--- src/design/rau_pkg.sv ---
`default_nettype none
package rau_pkg;

  localparam int unsigned DefaultWidth = 32;
  localparam int unsigned FieldWidth   = 32;

  typedef enum logic [2:0] {
    CMD_ADD = 3'd0,
    CMD_SUB = 3'd1,
    CMD_MUL = 3'd2,
    CMD_DIV = 3'd3,
    CMD_SIMP = 3'd4,
    CMD_EQ  = 3'd5
  } cmd_e;

  typedef struct packed {
    logic [2:0]            cmd;
    logic signed [FieldWidth-1:0] a_num;
    logic signed [FieldWidth-1:0] a_den;
    logic signed [FieldWidth-1:0] b_num;
    logic signed [FieldWidth-1:0] b_den;
  } in_item_t;

  typedef struct packed {
    logic signed [FieldWidth-1:0] res_num;
    logic signed [FieldWidth-1:0] res_den;
    logic                  is_equal;
    logic                  gcd_zero;
  } out_item_t;

  typedef enum logic [1:0] {
    OP_LOAD,
    OP_MUL,
    OP_GCD,
    OP_DIV
  } dp_op_e;

  typedef enum logic [3:0] {
    ST_IDLE,
    ST_MUL,
    ST_MUL_WAIT,
    ST_GCD_A,
    ST_GCD_A_WAIT,
    ST_DIV_A,
    ST_DIV_A_WAIT,
    ST_GCD_B,
    ST_GCD_B_WAIT,
    ST_DIV_B,
    ST_DIV_B_WAIT,
    ST_DONE,
    ST_OUT
  } state_e;

  typedef struct packed {
    logic   start;
    dp_op_e op;
    logic   sel_b;
    logic   finish;
  } dp_cmd_t;

  typedef struct packed {
    logic busy;
    logic gcd_zero;
  } dp_stat_t;

endpackage
`default_nettype wire

--- src/design/rau_ctrl.sv ---
`default_nettype none
module rau_ctrl (
  input  wire logic               clk,
  input  wire logic               rst_n,
  input  wire logic               in_valid,
  output logic                    in_ready,
  input  wire logic [2:0]         in_cmd,
  output logic                    out_valid,
  input  wire logic               out_ready,
  input  wire rau_pkg::dp_stat_t  stat,
  output logic                    load,
  output rau_pkg::dp_cmd_t        cmd
);
  import rau_pkg::*;

  state_e     state_r, state_nxt;
  logic [2:0] op_r;

  always_ff @(posedge clk) begin
    if (!rst_n) begin
      state_r <= ST_IDLE;
    end else begin
      state_r <= state_nxt;
    end
    if (load) begin
      op_r <= in_cmd;
    end
  end

  always_comb begin
    state_nxt  = state_r;
    in_ready   = 1'b0;
    out_valid  = 1'b0;
    load       = 1'b0;
    cmd        = '{start: 1'b0, op: OP_LOAD, sel_b: 1'b0, finish: 1'b0};
    unique case (state_r)
      ST_IDLE: begin
        in_ready = 1'b1;
        if (in_valid) begin
          load = 1'b1;
          state_nxt = (in_cmd == CMD_SIMP || in_cmd == CMD_EQ) ? ST_GCD_A : ST_MUL;
        end
      end
      ST_MUL: begin
        cmd.start = 1'b1;
        cmd.op    = OP_MUL;
        state_nxt = ST_MUL_WAIT;
      end
      ST_MUL_WAIT: begin
        cmd.op    = OP_MUL;
        state_nxt = ST_DONE;
      end
      ST_GCD_A: begin
        cmd.start = 1'b1;
        cmd.op    = OP_GCD;
        state_nxt = ST_GCD_A_WAIT;
      end
      ST_GCD_A_WAIT: begin
        cmd.op = OP_GCD;
        if (!stat.busy) state_nxt = ST_DIV_A;
      end
      ST_DIV_A: begin
        cmd.start = 1'b1;
        cmd.op    = OP_DIV;
        state_nxt = ST_DIV_A_WAIT;
      end
      ST_DIV_A_WAIT: begin
        cmd.op = OP_DIV;
        if (!stat.busy) state_nxt = (op_r == CMD_EQ) ? ST_GCD_B : ST_DONE;
      end
      ST_GCD_B: begin
        cmd.start = 1'b1;
        cmd.op    = OP_GCD;
        cmd.sel_b = 1'b1;
        state_nxt = ST_GCD_B_WAIT;
      end
      ST_GCD_B_WAIT: begin
        cmd.op    = OP_GCD;
        cmd.sel_b = 1'b1;
        if (!stat.busy) state_nxt = ST_DIV_B;
      end
      ST_DIV_B: begin
        cmd.start = 1'b1;
        cmd.op    = OP_DIV;
        cmd.sel_b = 1'b1;
        state_nxt = ST_DIV_B_WAIT;
      end
      ST_DIV_B_WAIT: begin
        cmd.op    = OP_DIV;
        cmd.sel_b = 1'b1;
        if (!stat.busy) state_nxt = ST_DONE;
      end
      ST_DONE: begin
        cmd.finish = 1'b1;
        state_nxt  = ST_OUT;
      end
      ST_OUT: begin
        out_valid = 1'b1;
        if (out_ready) state_nxt = ST_IDLE;
      end
      default: begin
        state_nxt = ST_IDLE;
      end
    endcase
  end

endmodule
`default_nettype wire

--- config.mk ---
export PLATFORM = sky130hd
export DESIGN_NAME = rau_ctrl
export DESIGN_NICKNAME = d
export VERILOG_FILES = /design/src/design/rau_pkg.sv /design/src/design/rau_ctrl.sv
export SDC_FILE = /design/constraint.sdc
export NUM_CORES = 1
export LEC_CHECK = 0
export BUFFER_PORTS_ARGS = -buffer_cell sky130_fd_sc_hd__buf_4
export CORE_AREA = 5 5 42 44
export DETAILED_ROUTE_END_ITERATION = 10
export DIE_AREA = 0 0 47 49
export PLACE_DENSITY = 0.51
export SETUP_SLACK_MARGIN = 0.15
export SYNTH_ARGS = -nofsm -noshare
export SYNTH_HDL_FRONTEND = slang
export SYNTH_SLANG_ARGS = --single-unit
--- constraint.sdc ---
create_clock -name clk -period 1.59 [get_ports clk]
set_input_delay 0.0795 -clock clk [delete_from_list [all_inputs] [get_ports clk]]
set_output_delay 0.0795 -clock clk [all_outputs]
set_load 0.05 [all_outputs]
==> results.cfg <==
[status]
status = completed

[finish]
drive_gt1_share_pct = 51.5
nets = 78
final_cell_mix = 17 x buf_4, 4 x a21oi_1, 3 x clkbuf_4, 3 x edfxtp_1
fillers = 154
postLayoutCellArea_um2 = 671
area_growth_pct = 63.4
antennaDiodeCount = 0
final_common_cell = buf_4

[hold_path]
holdPathStages = 1
hold_class = primary input to flip-flop

[global_route]
grt_util_met1_pct = 14.7
grt_util_met2_pct = 15.6
grt_pass1_vias = 409
grt_util_met3_pct = 2.58
grt_max_degree = 14
grt_overflow = 0
grt.busiest_layer = met2
grt_antenna_before_repair = 0
grtUsageTotal_pct = 10.7
grt_pass1_wl_mm = 1.80

[clocking]
cts_made_buffers = 3
root_buffer = clkbuf_4
insertion_delay_ns = 0.24
h-tree-depth = 1
ctsLongestPathBuffers = 2
cts.reportedPaths.clkPinSlew_ns = 0.05
cts_hold_buffers = 0
clock-sinks = 7
cts_tree = done

[synthesis]
yosysSeqAreaShare_pct = 41.5
synthMuxAreaShare_pct = 0
syn_nets = 56
postSynthCellCount = 47
synth_compound_area_share_pct = 21.0
syn_area_per_cell_um2 = 8.73
synth_fa_ha_area_share_pct = 0
ys_ff_latch = 7
yosys.cell_types.count = 25
synth_top_family_by_area = simple AND/OR/NAND/NOR gates
synth-simple-area-share_pct = 26.8
syn_area_um2 = 410
synth_xor_area_share_pct = 4.27
yosysWarningCount = 0

[critical_path]
worst-setup-path-type = flip-flop to output port
crit_chain = or4_4 > clkinvlp_4 > and2_4 > buf_8
crit_path_end_kind = output port
crit_path_max_incr_delay_ns = 0.56
arrival_ns = 1.49
cp.required_ns = 1.51
r2r_cells = 4
critical_path_buf_inv_count = 2
cp_max_fo = 2
worst_setup_path_start_kind = flip-flop
critPathTopFamily = simple AND/OR/NAND/NOR gates
slowest_stage = or4_4
cp_num_cells = 4

[place]
placed_area_um2 = 591
gp_congestion = 0.737
portBuffers = 15

[power_and_ir_drop]
swShare_pct = 47.5
power.leakage_uw = 0.000267
switchingPower_uw = 607
p_total_uw = 1280
powerDensity_mw_per_mm2 = 1910
combPwrFrac_pct = 66.7
vdd_drop_max_uv = 891
p_int_uw = 673
pwr-share-clk_pct = 12.5
seqPwrFrac_pct = 20.8

[sta]
fin_worst_skew_ns = 0.00128
timing.final.max_slew_violations = 0
timing.fmax_ghz = 0.635
min_period_ns = 1.57
fin_crit_sh_pct = 99.0
slew_headroom_pct = 74.1
tightest_slew_ns = 0.383
finalSetupViolCount = 0
rsz0062_at_grt = true
hold_violations = 0

[routing]
wl_mm = 1.08
first_iter_violations = 2
wl_per_cell_um = 12.9
viasPerCell = 4.98
drcViolationCount = 0
num_vias = 418
ant_nets = 0
firstDrtPassIters = 3

[floorplanning]
die_y_um = 49
core_area_mm2 = 0.00140
io_pins = 17
rows = 14
dieArea_mm2 = 0.00230
die_w_um = 47
start_util_pct = 29.3

[run]
max-cap-violations = 0
## final timing paths
kind / startpoint / end / slack, ns
worst min register to register: state_r[1] / state_r[3] / 0.61
worst max-delay path: state_r[3] / load / 0.02
worst min-delay path: in_cmd[2] / op_r[2] / 0.02
worst max register to register: state_r[3] / op_r[1] / 0.08
## worst reg2reg max path, cell delays in order (launching register included)
cell        delay, ns
dfxtp_2          0.31
or4_4            0.56
clkinvlp_4       0.09
and2_4           0.14
buf_4            0.12
## kinds of logic (layout without fill, tap and decap cells)
logic type             Yosys count  after routing
AO/OA/AOI/OAI                   14             14
buffers and inverters            6             27
XOR/XNOR                         2              2
AND/OR/NAND/NOR                 18             18
flip-flops                       7              7
## per-layer routing
layer | routed length (um) | share of wire [%]
met3 | 40 | 3.7
met5 | 0 | 0
met4 | 13 | 1.2
met1 | 458 | 42
met2 | 569 | 53
## sequential cells by signal (all words and copies together), names as in the netlist
| signal | flops |
|---|---|
| state_r | 4 |
| op_r | 3 |
## cell usage after synthesis
master	n	area, um2
nor4bb_1	1	10.0
nor2_1	2	7.51
nor3b_1	1	7.51
nand3_1	1	5.00
o21a_1	1	7.51
nor4b_1	1	8.76
a211o_1	1	8.76
or4_1	1	7.51
edfxtp_1	3	90.1
a211oi_1	1	7.51
nand2_1	3	11.3
clkbuf_1	1	3.75
a21oi_1	6	30.0
inv_1	2	7.51
o211ai_1	1	7.51
and4b_1	1	10.0
nor3_1	3	15.0
xnor2_1	2	17.5
dfxtp_1	4	80.1
o21ai_0	3	15.0
and2_1	1	6.26
or3b_1	1	8.76
a311o_1	1	10.0
nand2b_1	2	12.5
buf_2	3	15.0
## per-stage QoR
| step | util, % | std cells | setup slack, ns | hold WS (ns) | TNS [ns] |
|---|---|---|---|---|---|
| after CTS | 47.2 | 84 | 0.00661 | 0.00958 | 0 |
| after floorplan | - | 47 | -0.0806 | 0.178 | -0.242 |
| after detailed placement | 42.1 | 78 | 0.192 | 0.267 | 0 |
| after global placement | 42.1 | 78 | 0.203 | 0.258 | 0 |
| final | 47.9 | 84 | 0.0163 | 0.0171 | 0 |
| after global routing | 47.9 | 84 | -0.0389 | 0.000461 | -0.0389 |
## power groups by stage
stage               Sequential [uW]  Combinational, uW  Clock, uW
finish                          267                854        159
global route                    273                903        179
CTS                             264                859        164
detailed placement              267                753          0
global placement                266                750          0
floorplan                       260                554          0
## repair_timing
| item | CTS | global route |
|---|---|---|
| setup buffers | 2 | 0 |
| endpoints found under the setup margin | 4 | 10 |
| gates resized for setup | 7 | 4 |
| pin swaps | 1 | 1 |
## layout make-up
type | instances | area, um2 | share of cell area, %
Multi-Input combinational cell | 34 | 260 | 38.8
Tap cell | 16 | 20.0 | 2.99
Inverter | 2 | 11.3 | 1.68
Clock buffer | 4 | 26.3 | 3.92
Timing Repair Buffer | 21 | 180 | 26.9
Sequential cell | 7 | 173 | 25.7
No activity file was read; power rests on OpenSTA's default activity.
